## config.mk

```make
export PLATFORM = sky130hd
export DESIGN_NAME = tcs_ctrl
export DESIGN_NICKNAME = d
export VERILOG_FILES = /design/src/sv/tcs_pkg.sv /design/src/sv/tcs_ctrl.sv
export VERILOG_INCLUDE_DIRS = /design/src /design/src/sv
export SDC_FILE = /design/constraint.sdc
export NUM_CORES = 1
export LEC_CHECK = 0
export BUFFER_PORTS_ARGS = -buffer_cell sky130_fd_sc_hd__buf_4
export CORE_AREA = 2 2 39 41
export DETAILED_ROUTE_END_ITERATION = 16
export DIE_AREA = 0 0 41 43
export PLACE_DENSITY = 0.49
export REMOVE_ABC_BUFFERS = 1
export SYNTH_ARGS = -nofsm -noshare
export SYNTH_HDL_FRONTEND = slang
export SYNTH_SLANG_ARGS = --single-unit
```

## constraint.sdc

```tcl
create_clock -name clk -period 1.24 [get_ports clk]
set_input_delay 0.186 -clock clk [delete_from_list [all_inputs] [get_ports clk]]
set_output_delay 0.186 -clock clk [all_outputs]
set_load 0.01 [all_outputs]
```

## src/sv/text_console_scrollback_top_defines.svh

```systemverilog
// ----------------------------------------------------------------------------
// text_console_scrollback_top_defines
// assertion macros shared by the console controller and datapath
// ----------------------------------------------------------------------------
`ifndef TEXT_CONSOLE_SCROLLBACK_TOP_DEFINES_SVH
`define TEXT_CONSOLE_SCROLLBACK_TOP_DEFINES_SVH

// condition holds on every clock edge outside reset
`define TCS_ASSERT_HOLDS(label, cond, msg) \
  label: assert property (@(posedge clk) disable iff (rst) (cond)) else $error(msg);

// consequent holds in the same cycle as the antecedent
`define TCS_ASSERT_IMP(label, ante, cons, msg) \
  label: assert property (@(posedge clk) disable iff (rst) (ante) |-> (cons)) \
    else $error(msg);

// consequent holds in the cycle after the antecedent
`define TCS_ASSERT_NEXT(label, ante, cons, msg) \
  label: assert property (@(posedge clk) disable iff (rst) (ante) |=> (cons)) \
    else $error(msg);

`endif

```

## src/sv/tcs_pkg.sv

```systemverilog
// ----------------------------------------------------------------------------
// tcs_pkg
// shared constants, codes and control types of the text console engine
// ----------------------------------------------------------------------------
package tcs_pkg;

  localparam int HISTORY_ROWS = 128;
  localparam int MAX_COLUMNS  = 128;
  localparam int CHAR_W       = 7;

  localparam logic [7:0] RESET_COLUMNS = 8'd80;
  localparam logic [7:0] RESET_ROWS    = 8'd25;

  // op codes
  localparam logic [1:0] OP_CHAR   = 2'd0;
  localparam logic [1:0] OP_SCROLL = 2'd1;
  localparam logic [1:0] OP_FETCH  = 2'd2;

  // configuration register indexes
  localparam logic REG_COLUMNS = 1'b0;
  localparam logic REG_ROWS    = 1'b1;

  // character codes
  localparam logic [7:0] CH_NEWLINE   = 8'h0A;
  localparam logic [7:0] CH_BACKSPACE = 8'h08;
  localparam logic [7:0] CH_SPACE     = 8'h20;
  localparam logic [7:0] CH_TILDE     = 8'h7E;

  typedef struct packed {
    logic load_in;
    logic prep;
    logic exec;
    logic wipe;
    logic row_next;
    logic ring_adv;
    logic fetch_rd;
    logic fetch_cap;
    logic push;
  } tcs_cmd_t;

  typedef struct packed {
    logic overflow;
    logic is_fetch;
    logic wipe_last;
    logic row_last;
    logic out_free;
  } tcs_status_t;

endpackage

```

## src/sv/tcs_ctrl.sv

```systemverilog
// ----------------------------------------------------------------------------
// tcs_ctrl
// sequencer of the console engine: clear pass, op steps, row wipe, result push
// ----------------------------------------------------------------------------
`include "text_console_scrollback_top_defines.svh"

module tcs_ctrl (
  input  logic                 clk,
  input  logic                 rst,
  input  logic                 in_valid,
  output logic                 in_ready,
  input  tcs_pkg::tcs_status_t status,
  output tcs_pkg::tcs_cmd_t    cmd
);

  typedef enum logic [2:0] {
    S_CLEAR,
    S_IDLE,
    S_PREP,
    S_EXEC,
    S_WIPE,
    S_FADDR,
    S_FREAD,
    S_FINISH
  } state_t;

  state_t state;
  state_t state_next;
  logic   ready;

  assign in_ready = ready;

  always_comb begin
    state_next = state;
    cmd        = '0;
    case (state)
      S_CLEAR: begin
        cmd.wipe = 1'b1;
        if (status.wipe_last) begin
          cmd.row_next = 1'b1;
          if (status.row_last) begin
            state_next = S_IDLE;
          end
        end
      end
      S_IDLE: begin
        if (in_valid && ready) begin
          cmd.load_in = 1'b1;
          state_next  = S_PREP;
        end
      end
      S_PREP: begin
        cmd.prep   = 1'b1;
        state_next = S_EXEC;
      end
      S_EXEC: begin
        cmd.exec = 1'b1;
        if (status.overflow) begin
          state_next = S_WIPE;
        end else if (status.is_fetch) begin
          state_next = S_FADDR;
        end else begin
          state_next = S_FINISH;
        end
      end
      S_WIPE: begin
        cmd.wipe = 1'b1;
        if (status.wipe_last) begin
          cmd.ring_adv = 1'b1;
          state_next   = S_FINISH;
        end
      end
      S_FADDR: begin
        cmd.fetch_rd = 1'b1;
        state_next   = S_FREAD;
      end
      S_FREAD: begin
        cmd.fetch_cap = 1'b1;
        state_next    = S_FINISH;
      end
      S_FINISH: begin
        if (status.out_free) begin
          cmd.push   = 1'b1;
          state_next = S_IDLE;
        end
      end
      default: begin
        state_next = S_IDLE;
      end
    endcase
  end

  always_ff @(posedge clk) begin
    if (rst) begin
      state <= S_CLEAR;
      ready <= 1'b0;
    end else begin
      state <= state_next;
      ready <= (state_next == S_IDLE);
    end
  end

  `TCS_ASSERT_NEXT(a_one_item_at_a_time, in_valid && in_ready, !in_ready,
                   "input taken again while an item is in flight")
  `TCS_ASSERT_IMP(a_push_into_free_slot, cmd.push, status.out_free,
                  "result pushed while output slot is full")
  `TCS_ASSERT_IMP(a_exec_after_prep, state == S_EXEC, $past(state) == S_PREP,
                  "op step entered without address preparation")

endmodule

```

# After elaboration in Yosys (flattened, before gate mapping)
# Index checks and enable logic that the tools add are counted.
# W data, S select, Z words.
# op_classes
eq_ne	8
n_mux	20
n_reduce_logical	3
# ops
operator	count
$pmux W3 S8	1
$mux W3	5
$eq A3 B3 Y1 const B	4
$mux W1	12
$eq A3 B1 Y1 const B	2
$eq A3 B2 Y1 const B	2
$mux W2	2
$logic_not A3 Y1	1
$reduce_or A2 Y1	1
$logic_and A1 B1 Y1	1
# word_totals
reg_bits	4
in_bits	8
out_inout_bits	10
elab_cells	33

# Depth between registers and ports, before layout
# Gate-level depths: netlist of run 1.
# logic_depth
word_depth	4
mapped_depth	5
ltp_nobuf	4

# Least setup slack after synthesis of run 1
# OpenSTA, ideal clock, no wires.
# synth_path
path_kind	register to register
from	reg state[2]
to	reg ready, in the netlist in_ready
setup_time_ns	0.060
arrival_time_ns	1.077
required_time_ns	1.180
setup_slack_ns	0.103
path_stages_with_launch	6
n_path_buf	1
synth_period_minus_slack_ns	1.137
cell_sequence	dfxtp_1 > buf_6 > a21oi_1 > o22ai_1 > a311oi_1 > and3_1
# synth_via
elab_chain_len	4
elab_cells_between_ends	15
cone_classes	8 x eq/ne; 6 x mux; 1 x reduce/logical
# synth_rtl
element	line	text
start: declaration	tcs_ctrl.sv:27	state_t state;
start signal: assignment	tcs_ctrl.sv:98	state <= state_next;
$mux W3	tcs_ctrl.sv:41	if (status.row_last) begin
$mux W3	tcs_ctrl.sv:39	if (status.wipe_last) begin
$pmux W3 S8 (*)	tcs_ctrl.sv:36	case (state)
$eq A3 B1 Y1 (*)	tcs_ctrl.sv:99	ready <= (state_next == S_IDLE);
end signal: assignment	tcs_ctrl.sv:99	
end: declaration	tcs_ctrl.sv:29	logic ready;
# Mark *: on every way between the ends. The rest lies on a longest branch, timed or not.
# A chain may end at the register's enable or synchronous reset.

==> results of run 1 <==
[cell type report]
type                            count  share of cell area
Multi-Input combinational cell     28               0.408
Timing Repair Buffer               21               0.319
Inverter                            2              0.0145
Tap cell                           16              0.0386
Clock buffer                        3              0.0435
Sequential cell                     4               0.176
[power groups by stage]
stage / logic (uW) / clock network (uW) / registers (uW)
after floorplan: 40.4 / 0 / 152
after global placement: 96.1 / 0 / 150
after detailed placement: 97.0 / 0 / 150
after CTS: 106 / 169 / 151
after global routing: 131 / 179 / 154
final: 120 / 158 / 152
[worst register-to-register path: cells and delay by family, from the launching register on]
family	cells	cell delay, ns
flops	1	0.38
simple gates	2	0.35
compound gates	2	0.38
[cells by family (layout without fill, tap and decap cells)]
family	count (synthesis)	count (layout)	share of synthesized area
buffers and inverters	3	26	0.0732
AND/OR/NAND/NOR	20	20	0.356
flip-flops	4	4	0.312
AO/OA/AOI/OAI	8	8	0.259
[cells in the mapped netlist]
library cell	instances	area, sq um
nor2_1	10	37.5
o22ai_1	1	6.26
dfxtp_1	4	80.1
a21o_1	1	7.51
nor3_1	1	5.00
and3_1	1	6.26
nand2b_2	1	8.76
nor3b_1	2	15.0
a21oi_1	2	10.0
a211oi_2	1	12.5
a311oi_1	1	8.76
nand2_1	5	18.8
inv_1	2	7.51
buf_6	1	11.3
o32ai_2	1	16.3
o21ai_0	1	5.00
[registers in the layout, indices dropped and copies added, names as in the netlist]
signal    flops
state         3
in_ready      1
[what timing repair did]
item                       in CTS  in global routing
setup buffers                   0                  1
pin swaps                       0                  3
gates resized for setup        11                 11
setup endpoints to repair       7                  9
hold buffers                    0                  0
[metrics by stage]
stage / setup slack, ns / hold slack, ns / std cells / setup TNS, ns / instance area, sq um
finish: -0.00992 / 0.131 / 74 / -0.00992 / 518
detailed placement: -0.00203 / 0.381 / 70 / -0.00203 / 415
floorplan: 0.0764 / 0.255 / 34 / 0 / 245
CTS: -0.0296 / 0.122 / 73 / -0.0579 / 477
global route: -0.0579 / 0.130 / 74 / -0.212 / 518
global placement: 0.0244 / 0.380 / 70 / 0 / 415
[routing by layer]
layer	vias to the layer above	wire [um]	global-route usage
met5	-	0	0
li1	171	-	-
met4	0	0	0.0600
met2	9	404	0.156
met1	155	295	0.113
met3	0	60	0.0314
[final timing paths]
kind                               start       end  slack [ns]
worst max-delay path            state[1]    cmd[8]       -0.01
worst min register to register  state[1]  state[1]        0.60
worst min-delay path                 rst  state[1]        0.13
worst max register to register  state[1]  in_ready        0.07
==> impl_metrics.toml, run 1 <==
[finish]
post-route-util = 0.374
fillers = 147
area_growth_syn_to_layout_pct = 102
n_antenna_cell = 0
register_area_sq_um = 91.3
drive_above_1_share = 0.707
final_cell_mix = "buf_4 (19), nor2_1 (7), nand2_1 (3), clkbuf_4 (3), dfxtp_4 (3)"
multi_input_area_sq_um = 211
final_common_cell = "buf_4"
final_nets = 68

[clock_tree]
cts_made_buffers = 3
root_buffer = "clkbuf_4"
clkSinkCount = 4
cts_max_path_buffers = 2
cts_tree = "yes"
htreeDepth = 1
clk_latency_ns = 0.23
path_clk_slew_ns = 0.04

[routing]
vias = 335
dr.pass1.iters = 4
wl_um = 759
drtIter0Drc = 8
viasPerCell = 4.53
drcViolationCount = 0
avgRoutedWirePerCell_um = 10.3
postRouteAntennaNets = 0

[critical_path]
r2r_cells = 4
crit_chain = "nand2b_4 -> nor3_4 -> buf_6"
critPathRequiredTime_ns = 1.05
cp.depth = 3
cp_num_buf_inv = 1
crit_arrival_ns = 1.06
cpPeakStageDelay_ns = 0.36
cp-start-kind = "flop"
end_kind = "primary output"
worst-path-max-fanout = 7
worst-setup-path-type = "flop to primary output"
slowest_stage = "dfxtp_4"
crit_family = "flip-flops"

[synth]
syn_inst = 35
synth_cell_types = 16
avgSynthCellArea_sq_um = 7.33
synth_seq_area_share = 0.312
ys_seq_elements = 4
yosys_warnings = 0
synth_area_sq_um = 256

[power]
pwr-share-comb = 0.279
pwr-share-clk = 0.367
p_switching_uw = 118
p_seq_frac = 0.353
leakage_uw = 0.000221
irDropWorstVdd_mv = 0.409
internal_power_uw = 312
swShare = 0.275
p_total_uw = 430
power_density_nw_per_um2 = 830

[global_routing]
grt_pass1_wl_um = 1210
gr-total-overflow = 0
antenna_found_initial = 0
grt_pass1_vias = 323
track_usage = 0.101
grt_max_degree = 8

[run]
maxCapViolations = 0

[floorplan]
die-area_sq_um = 1760
start_util = 0.185
die_w_um = 41
coreArea_sq_um = 1380
die_y_um = 43
rows = 14
io_pins = 18

[timing]
finalClockSkew_ns = 0.000337
final.setup.worst_slack_ns = -0.00992
rsz0062_at_grt = "yes"
fin_crit_sh = 1.01
tightest_slew_ns = 0.238
slew_headroom = 0.841
max_freq_ghz = 0.800
slew_viol_final = 0
hold_viol = 0
fin_crit_ns = 1.25
setup_viol = 1

[outcome]
violations = "setup timing"
status = "complete, but fails checks"

[min_path]
holdPathStages = 2
hold_path.class = "primary input to flop"

[place]
place_congestion = 0.677
dp_hpwl_um = 607
portBuffers = 17
Power figures use the tool's default switching activity.
==> inputs of run 2 (changes only) <==
- SKIP_LAST_GASP: default -> 1
==> impl_metrics.toml, run 2 (synthesis gave the netlist of run 1 again) <==
[power]
irDropWorstVdd_mv = 0.407
power_density_nw_per_um2 = 843
p_total_uw = 429
leakage_uw = 0.000219

[global_routing]
grt_pass1_wl_um = 1220
track_usage = 0.101
grt_pass1_vias = 330
grt_max_degree = 8
antenna_found_initial = 0
gr-total-overflow = 0

[finish]
final_cell_mix = "buf_4 (19), nor2_1 (8), nand2_1 (3), clkbuf_4 (3)"
post-route-util = 0.368
final_common_cell = "buf_4"
area_growth_syn_to_layout_pct = 98.5
top_register = "state"
instances_no_fill = 74
n_antenna_cell = 0
largest_reg_flops = 3
fillers = 147
drive_above_1_share = 0.655
final_nets = 68

[floorplan]
die-area_sq_um = 1760
io_pins = 18
rows = 14
die_y_um = 43
start_util = 0.185
coreArea_sq_um = 1380
die_w_um = 41

[critical_path]
crit_chain = "nand2b_4 -> nor3_4 -> buf_6"
cp-start-kind = "flop"
startpoint = "state[1]"
cpPeakStageDelay_ns = 0.36
critPathRequiredTime_ns = 1.05
crit_arrival_ns = 1.06
slowest_stage = "dfxtp_4"
r2r-end = "in_ready"
crit_end = "cmd[8]"
worst-setup-path-type = "flop to primary output"
reg2reg_slack_ns = 0.07
end_kind = "primary output"
r2r_cells = 4
worstReg2RegStart = "state[2]"
worst-path-max-fanout = 7

[place]
dp.cells = 70
dp_hpwl_um = 607
place_congestion = 0.677
dp_slack_ns = -0.00203
portBuffers = 17

[clock_tree]
clk_latency_ns = 0.23
cts_made_buffers = 3
cts_max_path_buffers = 2
htreeDepth = 1
holdBufCountCts = 0
path_clk_slew_ns = 0.04
root_buffer = "clkbuf_4"
cts_tree = "yes"
clkSinkCount = 4

[timing]
rsz0062_at_grt = "yes"
final.setup.worst_slack_ns = -0.00669
slew_headroom = 0.847
setup_viol = 1
finalClockSkew_ns = 0.000557
fin_crit_ns = 1.25
slew_viol_final = 0
max_freq_ghz = 0.802
fin_crit_sh = 1.01
hold_viol = 0
tightest_slew_ns = 0.230
tns_ns = -0.00669

[routing]
drtIter0Drc = 9
wl_um = 752
vias = 329
viasPerCell = 4.45
avgRoutedWirePerCell_um = 10.2
drcViolationCount = 0
postRouteAntennaNets = 0
dr.pass1.iters = 4

[outcome]
violations = "setup timing"
status = "complete, but fails checks"

[min_path]
holdPathStages = 2
hold_path.class = "primary input to flop"

[run]
maxCapViolations = 0
[run 2: worst min-delay path by stage]
stage               from  endpoint  slack, ns
floorplan            rst  state[0]       0.25
global placement     rst  state[2]       0.38
detailed placement   rst  state[1]       0.38
CTS                  rst  state[1]       0.12
global route         rst  state[0]       0.13
finish               rst  state[1]       0.13
[run 2: critical path: cells and delay by family (launching register included)]
family                 cells  cell delay (ns)
DFF                        1             0.36
and+or+nand+nor            2             0.34
buffers and inverters      1             0.12
[run 2: repair_timing]
| item | CTS | global route |
|---|---|---|
| pin swaps | 0 | 2 |
| resized for setup | 9 | 9 |
| setup buffers | 0 | 1 |
| endpoints found under the setup margin | 7 | 9 |
[run 2: area by class of cell]
class	count	area, sq um	area share
multi-input cells	28	205	0.403
repair buffers	21	165	0.324
flip-flops and latches	4	88.8	0.174
clock buffers	3	22.5	0.0442
well taps	16	20.0	0.0393
inverters	2	7.51	0.0147
[run 2: through the flow]
step	area, sq um	hold slack, ns
4_1_cts	467	0.122
3_3_place_gp	415	0.380
3_5_place_dp	415	0.381
5_1_grt	509	0.129
2_1_floorplan	245	0.255
6_report	509	0.131
[run 2: power by group]
part | internal (uW) | switching [uW] | leakage (uW)
Sequential | 138 | 15.0 | 0.0000346
Clock | 108 | 50.2 | 0.0000138
Combinational | 68.1 | 50.3 | 0.000171
[run 2: layer usage]
metal | global-route usage | vias up | share of wire
met5 | 0 | - | 0
met3 | 0.0314 | 0 | 0.080
li1 | - | 168 | -
met2 | 0.166 | 9 | 0.52
met1 | 0.106 | 152 | 0.39
met4 | 0.0600 | 0 | 0
==> inputs of run 3 (changes only) <==
- GPL_ROUTABILITY_DRIVEN: default -> 0
- clock period: 1.24 -> 1.34 ns (I/O delays scaled with it)
==> impl_metrics.toml, run 3 (synthesis gave the netlist of run 1 again) <==
[outcome]
status = "completed"

[critical_path]
crit_arrival_ns = 1.09
critPathRequiredTime_ns = 1.14
slowest_stage = "dfxtp_2"
startpoint = "state[1]"
end_kind = "primary output"
worst-path-max-fanout = 7
worst-setup-path-type = "flop to primary output"
cp-start-kind = "flop"
cpPeakStageDelay_ns = 0.38
worstReg2RegStart = "state[2]"
crit_chain = "nand2_1 -> nor2_1 -> buf_4"

[floorplan]
start_util = 0.185
io_pins = 18
die_y_um = 43
die-area_sq_um = 1760
coreArea_sq_um = 1380
rows = 14
die_w_um = 41

[routing]
vias = 318
drcViolationCount = 0
dr.pass1.iters = 2
drtIter0Drc = 1
postRouteAntennaNets = 0
avgRoutedWirePerCell_um = 11.1
viasPerCell = 4.48
wl_um = 785

[timing]
slew_viol_final = 0
tns_ns = 0
rsz0062_at_grt = "yes"
finalClockSkew_ns = 0.00218
fin_crit_ns = 1.29
final.setup.worst_slack_ns = 0.0454
max_freq_ghz = 0.772
setup_viol = 0
tightest_slew_ns = 0.242
slew_headroom = 0.839
fin_crit_sh = 0.966
hold_viol = 0

[finish]
area_growth_syn_to_layout_pct = 77.6
final_cell_mix = "buf_4 (18), nor2_1 (9), nand2_1 (5), clkbuf_4 (3)"
drive_above_1_share = 0.564
n_antenna_cell = 0
final_nets = 65
multi_input_area_sq_um = 181
largest_reg_flops = 3
final_common_cell = "buf_4"
register_area_sq_um = 88.8
fin_area_sq_um = 455
post-route-util = 0.329
top_register = "state"
fillers = 155

[power]
irDropWorstVdd_mv = 0.309
swShare = 0.268
p_seq_frac = 0.373
power_density_nw_per_um2 = 828
internal_power_uw = 276
pwr-share-comb = 0.236
pwr-share-clk = 0.391
p_total_uw = 377
leakage_uw = 0.000198
p_switching_uw = 101

[clock_tree]
clk_latency_ns = 0.23
path_clk_slew_ns = 0.04
htreeDepth = 1
holdBufCountCts = 0
root_buffer = "clkbuf_4"
clkSinkCount = 4
cts_max_path_buffers = 2
cts_made_buffers = 3
cts_tree = "yes"

[global_routing]
grt_max_degree = 9
grt_pass1_wl_um = 1040
antenna_found_initial = 0
grt_pass1_vias = 284
gr-total-overflow = 0
track_usage = 0.0934

[place]
portBuffers = 17
dp_slack_ns = 0.0794
post_dp_cell_area_sq_um = 400
dp_hpwl_um = 564

[min_path]
hold_path.class = "primary input to flop"
hp-start = "rst"

[run]
maxCapViolations = 0
[run 3: worst max-delay path, delay by kind of cell (launching register included)]
| family | cells | cell delay, ns |
|---|---|---|
| DFF | 1 | 0.38 |
| and+or+nand+nor | 2 | 0.33 |
| buffers and inverters | 1 | 0.15 |
[run 3: power by group through the flow]
stage	Sequential [uW]	Clock (uW)	Combinational (uW)
CTS	139	156	84.4
global placement	141	0	83.3
detailed placement	140	0	83.0
finish	141	147	89.1
global route	142	170	97.6
floorplan	140	0	37.4
[run 3: layout make-up]
type                            count  share of cell area
Multi-Input combinational cell     28               0.398
Timing Repair Buffer               18               0.297
Sequential cell                     4               0.195
Clock buffer                        3              0.0495
Tap cell                           16              0.0440
Inverter                            2              0.0165
[run 3: repair_timing]
item / 4_1_cts / 5_1_grt
resized for setup: 3 / 7
buffers inserted: 0 / 0
endpoints found under the setup margin: 6 / 8
[run 3: metal layers]
| layer | vias up | global-route usage | wire (um) |
|---|---|---|---|
| met5 | - | 0 | 0 |
| met4 | 0 | 0.100 | 21 |
| li1 | 162 | - | - |
| met2 | 11 | 0.144 | 415 |
| met3 | 4 | 0.0314 | 56 |
| met1 | 141 | 0.0836 | 291 |
[run 3: final timing paths]
check / to / slack, ns / cells past startpoint
max: cmd[0] / 0.05 / 3
min: state[0] / 0.14 / 2
max reg2reg: in_ready / 0.11 / 4
min reg2reg: state[1] / 0.62 / 2
[run 3: stage by stage]
step | hold slack, ns | cells
5_1_grt | 0.132 | 71
4_1_cts | 0.134 | 71
2_1_floorplan | 0.270 | 34
3_3_place_gp | 0.398 | 68
6_report | 0.140 | 71
3_5_place_dp | 0.391 | 68
